`config.mk`:
```
export PLATFORM = sky130hd
export DESIGN_NAME = grid_line_rasterizer_flat
export DESIGN_NICKNAME = d
export VERILOG_FILES = /design/src/rtl/core/glr_pkg.sv /design/src/rtl/core/glr_if.sv /design/src/rtl/core/glr_cfg.sv /design/src/rtl/core/glr_div.sv /design/src/rtl/core/glr_dp.sv /design/src/rtl/core/glr_ctrl.sv /design/src/rtl/core/grid_line_rasterizer.sv /design/src/flat_wrapper.sv
export SDC_FILE = /design/constraint.sdc
export NUM_CORES = 1
export LEC_CHECK = 0
export BUFFER_PORTS_ARGS = -buffer_cell sky130_fd_sc_hd__buf_2
export CORE_ASPECT_RATIO = 1.2
export CORE_UTILIZATION = 54
export CTS_CLUSTER_DIAMETER = 50
export CTS_CLUSTER_SIZE = 14
export DETAILED_ROUTE_END_ITERATION = 10
export GPL_TIMING_DRIVEN = 0
export PLACE_DENSITY = 0.78
export REMOVE_ABC_BUFFERS = 1
export SYNTH_ARGS = -nofsm -noshare
export SYNTH_HDL_FRONTEND = slang
export SYNTH_SLANG_ARGS = --single-unit
export TNS_END_PERCENT = 20
```
`constraint.sdc`:
```
create_clock -name clk -period 3.7 [get_ports clk]
set_input_delay 0.555 -clock clk [delete_from_list [all_inputs] [get_ports clk]]
set_output_delay 0.555 -clock clk [all_outputs]
set_load 0.05 [all_outputs]
```
`src/rtl/core/glr_pkg.sv`:
```
// Shared types, constants and register codes of the grid line rasteriser
package glr_pkg;

  localparam int COORD_W          = 16;
  localparam int DIV_W            = 16;
  localparam int CELL_SIZE_W      = 10;
  localparam int GRID_REG_W       = 7;
  localparam int CELL_W           = 6;
  localparam int MAX_GRID_DEFAULT = 64;
  localparam int APB_ADDR_W       = 5;
  localparam int APB_DATA_W       = 32;

  localparam logic signed [COORD_W-1:0]   ORIGIN_RESET    = -16'sd5200;
  localparam logic [CELL_SIZE_W-1:0]      CELL_SIZE_RESET = 10'd50;
  localparam logic [GRID_REG_W-1:0]       GRID_RESET      = 7'd64;

  typedef enum logic [2:0] {
    REG_ORIGIN_X    = 3'd0,
    REG_ORIGIN_Y    = 3'd1,
    REG_CELL_SIZE   = 3'd2,
    REG_GRID_WIDTH  = 3'd3,
    REG_GRID_HEIGHT = 3'd4
  } reg_idx_t;

  typedef enum logic [2:0] {
    S_IDLE,
    S_DIV_START,
    S_DIV_WAIT,
    S_SETUP,
    S_EMIT
  } ctrl_state_t;

  typedef struct packed {
    logic signed [COORD_W-1:0] origin_x;
    logic signed [COORD_W-1:0] origin_y;
    logic [CELL_SIZE_W-1:0]    cell_size;
    logic [GRID_REG_W-1:0]     grid_w;
    logic [GRID_REG_W-1:0]     grid_h;
  } cfg_t;

  typedef struct packed {
    logic       load;
    logic       div_start;
    logic       div_store;
    logic [1:0] sel;
    logic       setup;
    logic       step;
  } dp_cmd_t;

  typedef struct packed {
    logic div_done;
    logic at_end;
  } dp_status_t;

endpackage

```
`src/rtl/core/glr_if.sv`:
```
// Segment and cell item channels
interface glr_seg_if import glr_pkg::*; ();
  logic                      valid;
  logic                      ready;
  logic signed [COORD_W-1:0] start_x;
  logic signed [COORD_W-1:0] start_y;
  logic signed [COORD_W-1:0] end_x;
  logic signed [COORD_W-1:0] end_y;

  modport source (output valid, start_x, start_y, end_x, end_y, input ready);
  modport sink   (input valid, start_x, start_y, end_x, end_y, output ready);
endinterface

interface glr_cell_if import glr_pkg::*; ();
  logic              valid;
  logic              ready;
  logic [CELL_W-1:0] cell_x;
  logic [CELL_W-1:0] cell_y;
  logic              last_cell;

  modport source (output valid, cell_x, cell_y, last_cell, input ready);
  modport sink   (input valid, cell_x, cell_y, last_cell, output ready);
endinterface

```
`src/rtl/core/glr_cfg.sv`:
```
// Configuration registers behind the APB port, with effective values
module glr_cfg import glr_pkg::*; #(
  parameter int MAX_GRID = MAX_GRID_DEFAULT
) (
  input  logic                  clk,
  input  logic                  rst,
  input  logic                  psel,
  input  logic                  penable,
  input  logic                  pwrite,
  input  logic [APB_ADDR_W-1:0] paddr,
  input  logic [APB_DATA_W-1:0] pwdata,
  output logic [APB_DATA_W-1:0] prdata,
  output cfg_t                  cfg
);

  logic signed [COORD_W-1:0] origin_x;
  logic signed [COORD_W-1:0] origin_y;
  logic [CELL_SIZE_W-1:0]    cell_size;
  logic [GRID_REG_W-1:0]     grid_width;
  logic [GRID_REG_W-1:0]     grid_height;
  logic                      wr;
  logic [2:0]                idx;

  assign wr  = psel && penable && pwrite;
  assign idx = paddr[APB_ADDR_W-1:2];

  always_ff @(posedge clk) begin
    if (rst) begin
      origin_x    <= ORIGIN_RESET;
      origin_y    <= ORIGIN_RESET;
      cell_size   <= CELL_SIZE_RESET;
      grid_width  <= GRID_RESET;
      grid_height <= GRID_RESET;
    end else if (wr) begin
      unique case (idx)
        REG_ORIGIN_X:    origin_x    <= signed'(pwdata[COORD_W-1:0]);
        REG_ORIGIN_Y:    origin_y    <= signed'(pwdata[COORD_W-1:0]);
        REG_CELL_SIZE:   cell_size   <= pwdata[CELL_SIZE_W-1:0];
        REG_GRID_WIDTH:  grid_width  <= pwdata[GRID_REG_W-1:0];
        REG_GRID_HEIGHT: grid_height <= pwdata[GRID_REG_W-1:0];
        default: ;
      endcase
    end
  end

  always_comb begin
    unique case (idx)
      REG_ORIGIN_X:    prdata = APB_DATA_W'(origin_x);
      REG_ORIGIN_Y:    prdata = APB_DATA_W'(origin_y);
      REG_CELL_SIZE:   prdata = APB_DATA_W'(cell_size);
      REG_GRID_WIDTH:  prdata = APB_DATA_W'(grid_width);
      REG_GRID_HEIGHT: prdata = APB_DATA_W'(grid_height);
      default:         prdata = '0;
    endcase
  end

  function automatic logic [GRID_REG_W-1:0] eff_grid(input logic [GRID_REG_W-1:0] g);
    logic [GRID_REG_W-1:0] r;
    if (g == '0)
      r = GRID_REG_W'(1);
    else if (g > GRID_REG_W'(MAX_GRID))
      r = GRID_REG_W'(MAX_GRID);
    else
      r = g;
    return r;
  endfunction

  always_comb begin
    cfg.origin_x  = origin_x;
    cfg.origin_y  = origin_y;
    cfg.cell_size = (cell_size == '0) ? CELL_SIZE_W'(1) : cell_size;
    cfg.grid_w    = eff_grid(grid_width);
    cfg.grid_h    = eff_grid(grid_height);
  end

endmodule

```
`src/rtl/core/glr_div.sv`:
```
// Restoring divider, one quotient bit per cycle
module glr_div import glr_pkg::*; (
  input  logic                   clk,
  input  logic                   rst,
  input  logic                   start,
  input  logic [DIV_W-1:0]       dividend,
  input  logic [CELL_SIZE_W-1:0] divisor,
  output logic [DIV_W-1:0]       quotient,
  output logic                   done
);

  localparam int CNT_W = $clog2(DIV_W + 1);

  logic [CELL_SIZE_W-1:0] rem;
  logic [CELL_SIZE_W-1:0] dvs;
  logic [DIV_W-1:0]       quo;
  logic [CNT_W-1:0]       cnt;
  logic                   busy;
  logic [CELL_SIZE_W:0]   trial;
  logic                   fits;

  assign trial    = {rem, quo[DIV_W-1]};
  assign fits     = trial >= {1'b0, dvs};
  assign quotient = quo;

  always_ff @(posedge clk) begin
    if (rst) begin
      busy <= 1'b0;
      done <= 1'b0;
      cnt  <= '0;
    end else begin
      done <= 1'b0;
      if (start) begin
        busy <= 1'b1;
        cnt  <= CNT_W'(DIV_W);
      end else if (busy) begin
        cnt <= cnt - CNT_W'(1);
        if (cnt == CNT_W'(1)) begin
          busy <= 1'b0;
          done <= 1'b1;
        end
      end
    end
  end

  always_ff @(posedge clk) begin
    if (start) begin
      rem <= '0;
      quo <= dividend;
      dvs <= divisor;
    end else if (busy) begin
      rem <= fits ? CELL_SIZE_W'(trial - {1'b0, dvs}) : trial[CELL_SIZE_W-1:0];
      quo <= {quo[DIV_W-2:0], fits};
    end
  end

endmodule

```
`src/rtl/core/glr_dp.sv`:
```
// Datapath: endpoint to cell conversion and Bresenham stepping
module glr_dp import glr_pkg::*; #(
  parameter int MAX_GRID = MAX_GRID_DEFAULT
) (
  input  logic                      clk,
  input  logic                      rst,
  input  cfg_t                      cfg,
  input  dp_cmd_t                   cmd,
  output dp_status_t                status,
  input  logic signed [COORD_W-1:0] start_x,
  input  logic signed [COORD_W-1:0] start_y,
  input  logic signed [COORD_W-1:0] end_x,
  input  logic signed [COORD_W-1:0] end_y,
  output logic [CELL_W-1:0]         cell_x,
  output logic [CELL_W-1:0]         cell_y,
  output logic                      last_cell
);

  localparam int CW = $clog2(MAX_GRID);
  localparam int EW = CW + 3;

  logic signed [COORD_W-1:0] pt [4];
  logic signed [COORD_W-1:0] world;
  logic signed [COORD_W-1:0] origin;
  logic signed [COORD_W:0]   diff;
  logic [GRID_REG_W-1:0]     lim;
  logic [DIV_W-1:0]          quo;
  logic                      div_done;
  logic                      at_end;
  logic [CW-1:0]             cell_val;

  logic [CW-1:0]        x0, y0, x1, y1;
  logic                 x_up, y_up;
  logic signed [EW-1:0] dx, dy, err;
  logic [CW-1:0]        adx, ady;
  logic signed [EW:0]   e2;
  logic                 mv_x, mv_y;

  assign world  = pt[cmd.sel];
  assign origin = cmd.sel[0] ? cfg.origin_y : cfg.origin_x;
  assign lim    = cmd.sel[0] ? cfg.grid_h : cfg.grid_w;
  assign diff   = (COORD_W+1)'(world) - (COORD_W+1)'(origin);

  glr_div u_div (
    .clk      (clk),
    .rst      (rst),
    .start    (cmd.div_start),
    .dividend (diff[DIV_W-1:0]),
    .divisor  (cfg.cell_size),
    .quotient (quo),
    .done     (div_done)
  );

  // negative offsets floor below zero and clamp to the first cell; offsets past the grid clamp to the last cell
  always_comb begin
    if (diff[COORD_W])
      cell_val = '0;
    else if (quo >= DIV_W'(lim))
      cell_val = CW'(lim - GRID_REG_W'(1));
    else
      cell_val = quo[CW-1:0];
  end

  always_ff @(posedge clk) begin
    if (cmd.load) begin
      pt[0] <= start_x;
      pt[1] <= start_y;
      pt[2] <= end_x;
      pt[3] <= end_y;
    end
  end

  assign adx  = (x1 > x0) ? x1 - x0 : x0 - x1;
  assign ady  = (y1 > y0) ? y1 - y0 : y0 - y1;
  assign e2   = {err, 1'b0};
  assign mv_x = e2 >= (EW+1)'(dy);
  assign mv_y = e2 <= (EW+1)'(dx);

  always_ff @(posedge clk) begin
    if (cmd.div_store) begin
      unique case (cmd.sel)
        2'd0: x0 <= cell_val;
        2'd1: y0 <= cell_val;
        2'd2: x1 <= cell_val;
        2'd3: y1 <= cell_val;
      endcase
    end else if (cmd.setup) begin
      dx   <= signed'(EW'(adx));
      dy   <= -signed'(EW'(ady));
      err  <= signed'(EW'(adx)) - signed'(EW'(ady));
      x_up <= x0 < x1;
      y_up <= y0 < y1;
    end else if (cmd.step) begin
      err <= err + (mv_x ? dy : EW'(0)) + (mv_y ? dx : EW'(0));
      if (mv_x)
        x0 <= x_up ? x0 + CW'(1) : x0 - CW'(1);
      if (mv_y)
        y0 <= y_up ? y0 + CW'(1) : y0 - CW'(1);
    end
  end

  assign at_end    = (x0 == x1) && (y0 == y1);
  assign status    = '{div_done: div_done, at_end: at_end};
  assign cell_x    = CELL_W'(x0);
  assign cell_y    = CELL_W'(y0);
  assign last_cell = at_end;

endmodule

```
`src/rtl/core/glr_ctrl.sv`:
```
// Controller: sequences the four divisions, setup and cell emission
module glr_ctrl import glr_pkg::*; (
  input  logic       clk,
  input  logic       rst,
  input  logic       in_valid,
  output logic       in_ready,
  output logic       out_valid,
  input  logic       out_ready,
  input  dp_status_t status,
  output dp_cmd_t    cmd
);

  ctrl_state_t state, state_next;
  logic [1:0]  sel, sel_next;

  always_ff @(posedge clk) begin
    if (rst) begin
      state <= S_IDLE;
      sel   <= '0;
    end else begin
      state <= state_next;
      sel   <= sel_next;
    end
  end

  always_comb begin
    state_next    = state;
    sel_next      = sel;
    in_ready      = 1'b0;
    out_valid     = 1'b0;
    cmd           = '0;
    cmd.sel       = sel;
    unique case (state)
      S_IDLE: begin
        in_ready = 1'b1;
        if (in_valid) begin
          cmd.load   = 1'b1;
          sel_next   = '0;
          state_next = S_DIV_START;
        end
      end
      S_DIV_START: begin
        cmd.div_start = 1'b1;
        state_next    = S_DIV_WAIT;
      end
      S_DIV_WAIT: begin
        if (status.div_done) begin
          cmd.div_store = 1'b1;
          sel_next      = sel + 2'd1;
          state_next    = (sel == 2'd3) ? S_SETUP : S_DIV_START;
        end
      end
      S_SETUP: begin
        cmd.setup  = 1'b1;
        state_next = S_EMIT;
      end
      S_EMIT: begin
        out_valid = 1'b1;
        if (out_ready) begin
          if (status.at_end)
            state_next = S_IDLE;
          else
            cmd.step = 1'b1;
        end
      end
      default: state_next = S_IDLE;
    endcase
  end

endmodule

```
`src/rtl/core/grid_line_rasterizer.sv`:
```
// Sequence: each endpoint coordinate passes through the shared bit-serial divider,
//   four coordinates in turn, then the setup state, before the first cell.
// Throughput: then one cell per cycle while taken; a new segment is taken only
//   after the last cell of the current one has been taken and the block is idle.
// Reset: synchronous, active high; returns to idle and loads the register defaults.
module grid_line_rasterizer import glr_pkg::*; #(
  parameter int MAX_GRID = MAX_GRID_DEFAULT
) (
  input  logic                  clk,
  input  logic                  rst,
  glr_seg_if.sink               line_seg,
  glr_cell_if.source            grid_cell,
  input  logic                  psel,
  input  logic                  penable,
  input  logic                  pwrite,
  input  logic [APB_ADDR_W-1:0] paddr,
  input  logic [APB_DATA_W-1:0] pwdata,
  output logic [APB_DATA_W-1:0] prdata,
  output logic                  pready
);

  cfg_t       cfg;
  dp_cmd_t    cmd;
  dp_status_t status;

  assign pready = 1'b1;

  glr_cfg #(.MAX_GRID(MAX_GRID)) u_cfg (
    .clk     (clk),
    .rst     (rst),
    .psel    (psel),
    .penable (penable),
    .pwrite  (pwrite),
    .paddr   (paddr),
    .pwdata  (pwdata),
    .prdata  (prdata),
    .cfg     (cfg)
  );

  glr_ctrl u_ctrl (
    .clk       (clk),
    .rst       (rst),
    .in_valid  (line_seg.valid),
    .in_ready  (line_seg.ready),
    .out_valid (grid_cell.valid),
    .out_ready (grid_cell.ready),
    .status    (status),
    .cmd       (cmd)
  );

  glr_dp #(.MAX_GRID(MAX_GRID)) u_dp (
    .clk       (clk),
    .rst       (rst),
    .cfg       (cfg),
    .cmd       (cmd),
    .status    (status),
    .start_x   (line_seg.start_x),
    .start_y   (line_seg.start_y),
    .end_x     (line_seg.end_x),
    .end_y     (line_seg.end_y),
    .cell_x    (grid_cell.cell_x),
    .cell_y    (grid_cell.cell_y),
    .last_cell (grid_cell.last_cell)
  );

endmodule

```
`src/flat_wrapper.sv`:
```
// flat-port wrapper written by rule: the top's interface ports become plain ports
module grid_line_rasterizer_flat import glr_pkg::*;
#(
  parameter int MAX_GRID = MAX_GRID_DEFAULT
)
  (clk, rst, psel, penable, pwrite, paddr, pwdata, prdata, pready, line_seg_valid, line_seg_start_x, line_seg_start_y, line_seg_end_x, line_seg_end_y, line_seg_ready, grid_cell_valid, grid_cell_cell_x, grid_cell_cell_y, grid_cell_last_cell, grid_cell_ready);
  glr_seg_if line_seg_i ();
  glr_cell_if grid_cell_i ();
  input  logic clk;
  input  logic rst;
  input  logic psel;
  input  logic penable;
  input  logic pwrite;
  input  logic [APB_ADDR_W-1:0] paddr;
  input  logic [APB_DATA_W-1:0] pwdata;
  output logic [APB_DATA_W-1:0] prdata;
  output logic pready;
  input wire logic [$bits(line_seg_i.valid)-1:0] line_seg_valid;
  input wire logic [$bits(line_seg_i.start_x)-1:0] line_seg_start_x;
  input wire logic [$bits(line_seg_i.start_y)-1:0] line_seg_start_y;
  input wire logic [$bits(line_seg_i.end_x)-1:0] line_seg_end_x;
  input wire logic [$bits(line_seg_i.end_y)-1:0] line_seg_end_y;
  output wire logic [$bits(line_seg_i.ready)-1:0] line_seg_ready;
  output wire logic [$bits(grid_cell_i.valid)-1:0] grid_cell_valid;
  output wire logic [$bits(grid_cell_i.cell_x)-1:0] grid_cell_cell_x;
  output wire logic [$bits(grid_cell_i.cell_y)-1:0] grid_cell_cell_y;
  output wire logic [$bits(grid_cell_i.last_cell)-1:0] grid_cell_last_cell;
  input wire logic [$bits(grid_cell_i.ready)-1:0] grid_cell_ready;
  assign line_seg_i.valid = line_seg_valid;
  assign line_seg_i.start_x = line_seg_start_x;
  assign line_seg_i.start_y = line_seg_start_y;
  assign line_seg_i.end_x = line_seg_end_x;
  assign line_seg_i.end_y = line_seg_end_y;
  assign line_seg_ready = line_seg_i.ready;
  assign grid_cell_valid = grid_cell_i.valid;
  assign grid_cell_cell_x = grid_cell_i.cell_x;
  assign grid_cell_cell_y = grid_cell_i.cell_y;
  assign grid_cell_last_cell = grid_cell_i.last_cell;
  assign grid_cell_i.ready = grid_cell_ready;
  grid_line_rasterizer #(.MAX_GRID(MAX_GRID)) u_core (.clk(clk), .rst(rst), .line_seg(line_seg_i), .grid_cell(grid_cell_i), .psel(psel), .penable(penable), .pwrite(pwrite), .paddr(paddr), .pwdata(pwdata), .prdata(prdata), .pready(pready));
endmodule
```
==> results of run 1 <==
[Yosys cell counts, types with 10 or more instances]
cell and n:
nand2_1 146, edfxtp_1 140, ha_1 102, inv_1 87
dfxtp_1 80, a21oi_1 73, nor2_1 69, mux2i_1 50
clkbuf_1 48, o21ai_0 43, xnor2_1 29, nand3b_1 28
a21o_1 27, nand3_1 26, a22oi_1 20, nor3_1 18
buf_4 17, fa_1 16, mux4_2 16, nor2b_1 16
xor2_1 14, and3_1 13, o21a_1 12, a31oi_1 11
and2_1 11, nand2b_1 11, o22ai_1 11, mux2_2 10
o31ai_1 10
[cell usage in the layout, fill, tap and decap left out, drive strengths merged, types with 5 or more instances in the layout]
cell,instances
and3,13
or3,5
clkbuf,29
o31ai,10
mux4,16
o22ai,12
edfxtp,140
fa,16
xor2,15
dfxtp,80
nor3,18
nand2b,12
nor2,69
and2,11
o21a,12
nand3,26
a22oi,20
nand3b,28
o21bai,5
nor2b,16
ha,102
xnor2,31
a211o,7
a211oi,7
nor4,5
nand4,9
o211ai,8
mux2,11
a21oi,74
inv,91
a31oi,11
nand2,146
buf,154
a21o,29
o21ai,46
mux2i,50
[critical path: stages, from the launching register on]
cell	delay (ns)
edfxtp_1	0.42
inv_2	0.09
ha_4	0.20
a21o_1	0.15
a21o_1	0.16
a21o_1	0.20
a21oi_2	0.14
a31oi_2	0.07
o41ai_4	0.21
buf_4	0.19
and2_4	0.15
fa_1	0.43
ha_1	0.31
a21o_1	0.20
a21oi_2	0.17
o211ai_1	0.15
a21o_1	0.22
a21oi_2	0.16
o21a_1	0.15
o31ai_2	0.06
[through the flow]
step	utilization	setup WS, ns	std cells	instance area (sq um)	hold WS (ns)
2_1_floorplan	-	-8.116	1191	12730	0.4402
3_3_place_gp	0.5781	-0.9020	1647	13810	0.4553
3_5_place_dp	0.5790	-0.9546	1648	13830	0.4630
4_1_cts	0.6158	-0.3582	1692	14710	0.1978
5_1_grt	0.6216	-0.5861	1702	14850	0.1994
6_report	0.6216	-0.4134	1702	14850	0.2103
[power breakdown]
part | internal (W) | leakage, nW | total (W) | switching (W)
sequential | 0.00279 | 1.95 | 0.00288 | 0.0000936
combinational | 0.000379 | 3.99 | 0.000957 | 0.000578
clock | 0.00126 | 0.350 | 0.00221 | 0.000948
[state kept, by name (all words and copies together), names as in the netlist, 7 cells and up, named ones only]
name,cells
u_core.u_dp.u_div.dvs,10
u_core.u_dp.dy,9
u_core.u_cfg.origin_y,16
u_core.u_dp.u_div.quotient,16
u_core.u_cfg.cell_size,10
u_core.u_cfg.grid_height,7
u_core.u_dp.err,9
u_core.u_dp.pt,64
u_core.u_cfg.origin_x,16
u_core.u_dp.u_div.rem,10
u_core.u_cfg.grid_width,7
[timing repair]
item / 4_1_cts / 5_1_grt
pin swaps: 31 / 21
setup buffers: 8 / 11
setup endpoints to repair: 36 / 24
gates resized for setup: 28 / 12
[cell families after synthesis]
| group | count (synthesis) | synth area share |
|---|---|---|
| flops | 220 | 0.4438 |
| simple gates | 375 | 0.1390 |
| fa+ha+maj | 118 | 0.1220 |
| compound gates | 266 | 0.1349 |
| other cells | 1 | 0.0002866 |
| buf+inv | 162 | 0.05203 |
| mux | 77 | 0.07555 |
| xor+xnor | 46 | 0.03252 |
[final timing paths]
path,from,endpoint,slack (ns)
setup / recovery,u_core.u_dp.dx[2],u_core.u_dp.err[8],-0.41
hold / removal,line_seg_end_x[0],u_core.u_dp.pt[2][0],0.21
setup reg to reg,u_core.u_dp.dx[2],u_core.u_dp.err[8],-0.41
hold reg to reg,u_core.u_cfg.origin_x[12],u_core.u_cfg.origin_x[12],0.47
[metal layers]
metal  share of wire  global-route usage  vias up
met4           0.032             0.09176        0
li1                -                   -     4748
met5               0                   0        -
met3           0.045             0.03146       59
met1            0.41              0.2778     4649
met2            0.52              0.4249      275
[final cells by class]
cell class,count,area (sq um)
Multi-Input combinational cell,883,6774
Timing Repair Buffer,154,823.3
Fill cell,1975,9040
Clock buffer,29,619.3
Tap cell,320,400.4
Sequential cell,220,5814
Inverter,88,330.3
Clock inverter,8,91.34
==> results.md, run 1 <==
* Worst-Margin Slew at 1.367 ns
* Hold/Removal Path Class: in2reg
* Final wirelength at 29.13 mm
* Core area at 23890 sq um
* Failing checks: setup timing
* Total grt overflow at 0
* Syn Std Cell Area at 13080 sq um
* Worst-path maximum fanout at 5
* GRT Total Usage at 0.2353
* Die Width at 144.1 microns
* Skew-Pair Late Insertion Delay at 0.52 ns
* Min cycle time layout at 4.113 ns
* RSZ-0062 raised after global routing: true
* Final WS setup at -0.4134 ns
* WP data arrival at 4.35 ns
* Pins Over Slew Limit at 0
* Number of buffers created by CTS at 22
* Max Buffers Root-to-Sink at 3
* CP Class: reg2reg
* P_leak at 6.288 nW
* WL/cell at 17.12 microns
* Largest area contributor in the netlist: edfxtp_1
* Layout cells sized above 1 at 0.1954
* CTS clk-pin slew, worst paths at 0.06 ns
* Setup TNS at -1.462 ns
* Top post-synthesis cells by area: edfxtp_1, dfxtp_1, ha_1
* Antenna Cells at 0
* Pwr dens at 407.4 nW/um^2
* Largest net degree at the start of global routing at 69
* CTS tree: yes
* # DRC at 0
* Average size of a mapped cell at 10.34 sq um
* Count of input and output buffers at 136
* WHS Path Cells at 1
* Final hold violation count at 0
* IO Count at 156
* H-Tree Level Count at 1
* Max Cap Viol at 0
* Worst VDD drop at 414.3 uV
* CP Launch Type: register
* Die ar. at 24860 sq um
* Status: finished with violations
* Total chip power at 0.006051 W
* Post-synthesis sequential area ratio at 0.4438
* Vias in the first global route at 9529
* Routability Congestion at 0.8760
* Final setup vio count at 6
* Antenna violations before repair at 0
* Site Rows at 62
* EDFF count, synth at 140
* Setup Skew at 0.01596 ns
* Die Y at 172.5 microns
* Yosys cell types at 75
* Vias at 9731
* DR pass1 iterations at 5
* Asr flop ratio synth at 0
* Final HPWL DP at 21.21 mm
* Initial core utilization at 0.5475
* Max-slew headroom at 0.07885
* # clock sinks at 220
* Nets at 1595
* Ys Warns at 0
* Yosys reg bits at 220
* First-pass GRT wire length at 46.40 mm
* FMAX at 0.2431 GHz
* CP endpoint kind: register
* CTS root buf: clkbuf_16
* Fin crit share at 1.112
* Antenna-violating nets left at 0
* CTS Hold Buffers Added at 0
* WP data required at 3.93 ns
* Area grow syn2layout at 13.53%
* R2R depth at 19
* Synth Instances at 1265
* Synth top area share at 0.3213
* Ys flop type: edfxtp_1
* Initial drt markers at 601
* Via/cell ratio at 5.717
Power figures use the tool's default switching activity.
==> inputs of run 2 (changes only) <==
--- a/config.mk
+++ b/config.mk
@@ -14,6 +14,7 @@
 export GPL_TIMING_DRIVEN = 0
 export PLACE_DENSITY = 0.78
 export REMOVE_ABC_BUFFERS = 1
+export SETUP_SLACK_MARGIN = 0.4
 export SYNTH_ARGS = -nofsm -noshare
 export SYNTH_HDL_FRONTEND = slang
 export SYNTH_SLANG_ARGS = --single-unit
==> results.md, run 2 (synthesis gave the netlist of run 1 again) <==
* Status: finished with violations (unchanged)
* Failing checks: setup timing (unchanged)
* Min cycle time layout at 4.129 ns (was 4.113 ns)
* Reg2Reg Launch Point: u_core.u_dp.err[1] (was u_core.u_dp.dx[2])
* R2R depth at 20 (was 19)
* Die Y at 172.5 microns (unchanged)
* Number of buffers created by CTS at 22 (unchanged)
* Area grow syn2layout at 14.30% (was 13.53%)
* Final WS setup at -0.4287 ns (was -0.4134 ns)
* Switch share at 0.2693 (was 0.2678)
* Clk pwr share at 0.365 (about the same)
* Fillcell total at 1961 (was 1975)
* CP Class: reg2reg (unchanged)
* Layout cells sized above 1 at 0.2035 (was 0.1954)
* Register share of total power at 0.476 (about the same)
* CTS Hold Buffers Added at 0 (unchanged)
* Antenna violations before repair at 0 (unchanged)
* CTS clk-pin slew, worst paths at 0.06 ns (about the same)
* Combinational share of power at 0.159 (was 0.158)
* GRT Total Usage at 0.2391 (was 0.2353)
* FMAX at 0.2422 GHz (was 0.2431 GHz)
* Skew-Pair Late Insertion Delay at 0.51 ns (was 0.52 ns)
* Final hold violation count at 0 (unchanged)
* Worst-Margin Slew at 1.310 ns (was 1.367 ns)
* WP data required at 3.93 ns (about the same)
* DR pass1 iterations at 5 (unchanged)
* Die ar. at 24860 sq um (unchanged)
* Multi-input gate area at 6850 sq um (was 6774 sq um)
* Internal at 0.004433 W (was 0.004431 W)
* Site Rows at 62 (unchanged)
* Most used cells in the layout excluding fill and tap cells: nand2_1, edfxtp_1, buf_2, ha_1, inv_1 (unchanged)
* Routability Congestion at 0.8760 (unchanged)
* P_leak at 6.314 nW (was 6.288 nW)
* Commonest non-fill, non-tap cell in the layout: nand2_1 (unchanged)
* Pwr dens at 405.7 nW/um^2 (was 407.4 nW/um^2)
* Reg area at 5822 sq um (was 5814 sq um)
* Nets at 1594 (was 1595)
* CP endpoint kind: register (unchanged)
* # DRC at 0 (unchanged)
* Core area at 23890 sq um (unchanged)
* Vias in the first global route at 9619 (was 9529)
* Final wirelength at 29.31 mm (was 29.13 mm)
* Setup TNS at -1.573 ns (was -1.462 ns)
* CTS root buf: clkbuf_16 (unchanged)
* Fin crit share at 1.116 (was 1.112)
* Hold Crit Start: line_seg_end_x[0] (unchanged)
* WHS at 0.2146 ns (was 0.2103 ns)
* Reg2reg end: u_core.u_dp.err[7] (was u_core.u_dp.err[8])
* Setup Skew at 0.01248 ns (was 0.01596 ns)
* Initial drt markers at 698 (was 601)
* Flop2flop setup slack at -0.43 ns (was -0.41 ns)
* Max FFs per register at 64 (unchanged)
* RSZ-0062 raised after global routing: true (unchanged)
* IO Count at 156 (unchanged)
* # clock sinks at 220 (unchanged)
* Max Cap Viol at 0 (unchanged)
* Count of input and output buffers at 136 (unchanged)
* Final HPWL DP at 21.21 mm (unchanged)
* Pins Over Slew Limit at 0 (unchanged)
* CTS tree: yes (unchanged)
* Worst-path maximum fanout at 5 (unchanged)
* Antenna-violating nets left at 0 (unchanged)
* Final setup vio count at 6 (unchanged)
* Max-slew headroom at 0.1177 (was 0.07885)
* CP Launch Type: register (unchanged)
* Hold/Removal Path Class: in2reg (unchanged)
* Die Width at 144.1 microns (unchanged)
* Largest net degree at the start of global routing at 69 (unchanged)
* Antenna Cells at 0 (unchanged)
* WP data arrival at 4.36 ns (was 4.35 ns)
* Via/cell ratio at 5.745 (was 5.717)
* Largest reg by FF count: u_core.u_dp.pt (unchanged)
* First-pass GRT wire length at 47.01 mm (was 46.40 mm)
* WHS Path Cells at 1 (unchanged)
* H-Tree Level Count at 1 (unchanged)
* Total grt overflow at 0 (unchanged)
* Psw at 0.001634 W (was 0.001620 W)
* Worst VDD drop at 415.2 uV (was 414.3 uV)
* Hold path endpoint: u_core.u_dp.pt[2][0] (unchanged)
* Max Buffers Root-to-Sink at 3 (unchanged)
* Vias at 9772 (was 9731)
* WL/cell at 17.23 microns (was 17.12 microns)
* Initial core utilization at 0.5475 (unchanged)
## run 2: changes by cell type in the layout (fill, tap and decap cells not counted), moves of 3 or more
cell and change:
mux2i_1 -3, mux2i_4 +3, buf_4 -5, a21oi_2 +6, dfxtp_2 +3, dfxtp_1 -4
buf_6 +3, a21oi_1 -6
## run 2: final cells by class
class	count	share of cell area
repair buffers	153	0.05615
multi-input cells	883	0.4581
clock inverters	8	0.006108
inverters	88	0.02209
flip-flops and latches	220	0.3893
well taps	320	0.02678
clock buffers	29	0.04142
## run 2: what timing repair did
action	CTS	global route
setup buffers	15	1
pin swaps	31	13
gates resized for setup	37	27
setup endpoints to repair	43	34
## run 2: worst max-delay path, cell delays in order, from the launching register on
cell	delay (ns)
edfxtp_1	0.41
ha_1	0.32
a21o_1	0.19
a21o_1	0.16
a21o_1	0.17
a21oi_2	0.13
a31oi_2	0.06
o41ai_4	0.29
buf_4	0.19
and2_4	0.14
fa_1	0.40
ha_2	0.20
inv_2	0.06
fa_2	0.21
nor2b_1	0.05
o21a_1	0.22
o21ai_2	0.18
nand2_1	0.09
a21oi_2	0.16
xor2_1	0.15
o21ai_1	0.07
## run 2: worst max path at each step
stage                             startpoint                 end  slack (ns)  depth (start not counted)
after detailed placement  u_core.u_dp.err[1]  u_core.u_dp.err[8]       -0.95                         17
after floorplan                     paddr[3]          prdata[15]       -8.12                          2
after global routing      u_core.u_dp.err[1]  u_core.u_dp.err[7]       -0.59                         20
final                     u_core.u_dp.err[1]  u_core.u_dp.err[7]       -0.43                         20
after CTS                 u_core.u_dp.err[1]  u_core.u_dp.err[7]       -0.36                         20
after global placement    u_core.u_dp.err[1]  u_core.u_dp.err[8]       -0.90                         17
## run 2: layer usage
metal  vias up  share of wire  track usage  wire, microns
met1      4665           0.40       0.2799          11720
li1       4748              -            -              -
met2       292           0.52       0.4332          15130
met3        67          0.047      0.03174           1365
met4         0          0.037      0.09574           1094
met5         -              0            0              0
## run 2: stage by stage
stage	total power, W	std cells	cell area [sq um]	setup slack (ns)	utilization
6_report	0.006067	1701	14950	-0.4287	0.6258
3_3_place_gp	0.003829	1647	13810	-0.9020	0.5781
2_1_floorplan	0.003576	1191	12730	-8.116	-
3_5_place_dp	0.003852	1648	13830	-0.9546	0.5790
5_1_grt	0.006302	1701	14950	-0.5939	0.6258
4_1_cts	0.006079	1700	14840	-0.3582	0.6210
## run 2: power groups by stage
stage | clock (W) | combinational (W) | sequential, W
floorplan | 0 | 0.000670 | 0.00291
global placement | 0 | 0.000897 | 0.00293
detailed placement | 0 | 0.000917 | 0.00294
CTS | 0.00225 | 0.000948 | 0.00288
global route | 0.00233 | 0.00107 | 0.00290
finish | 0.00221 | 0.000967 | 0.00289
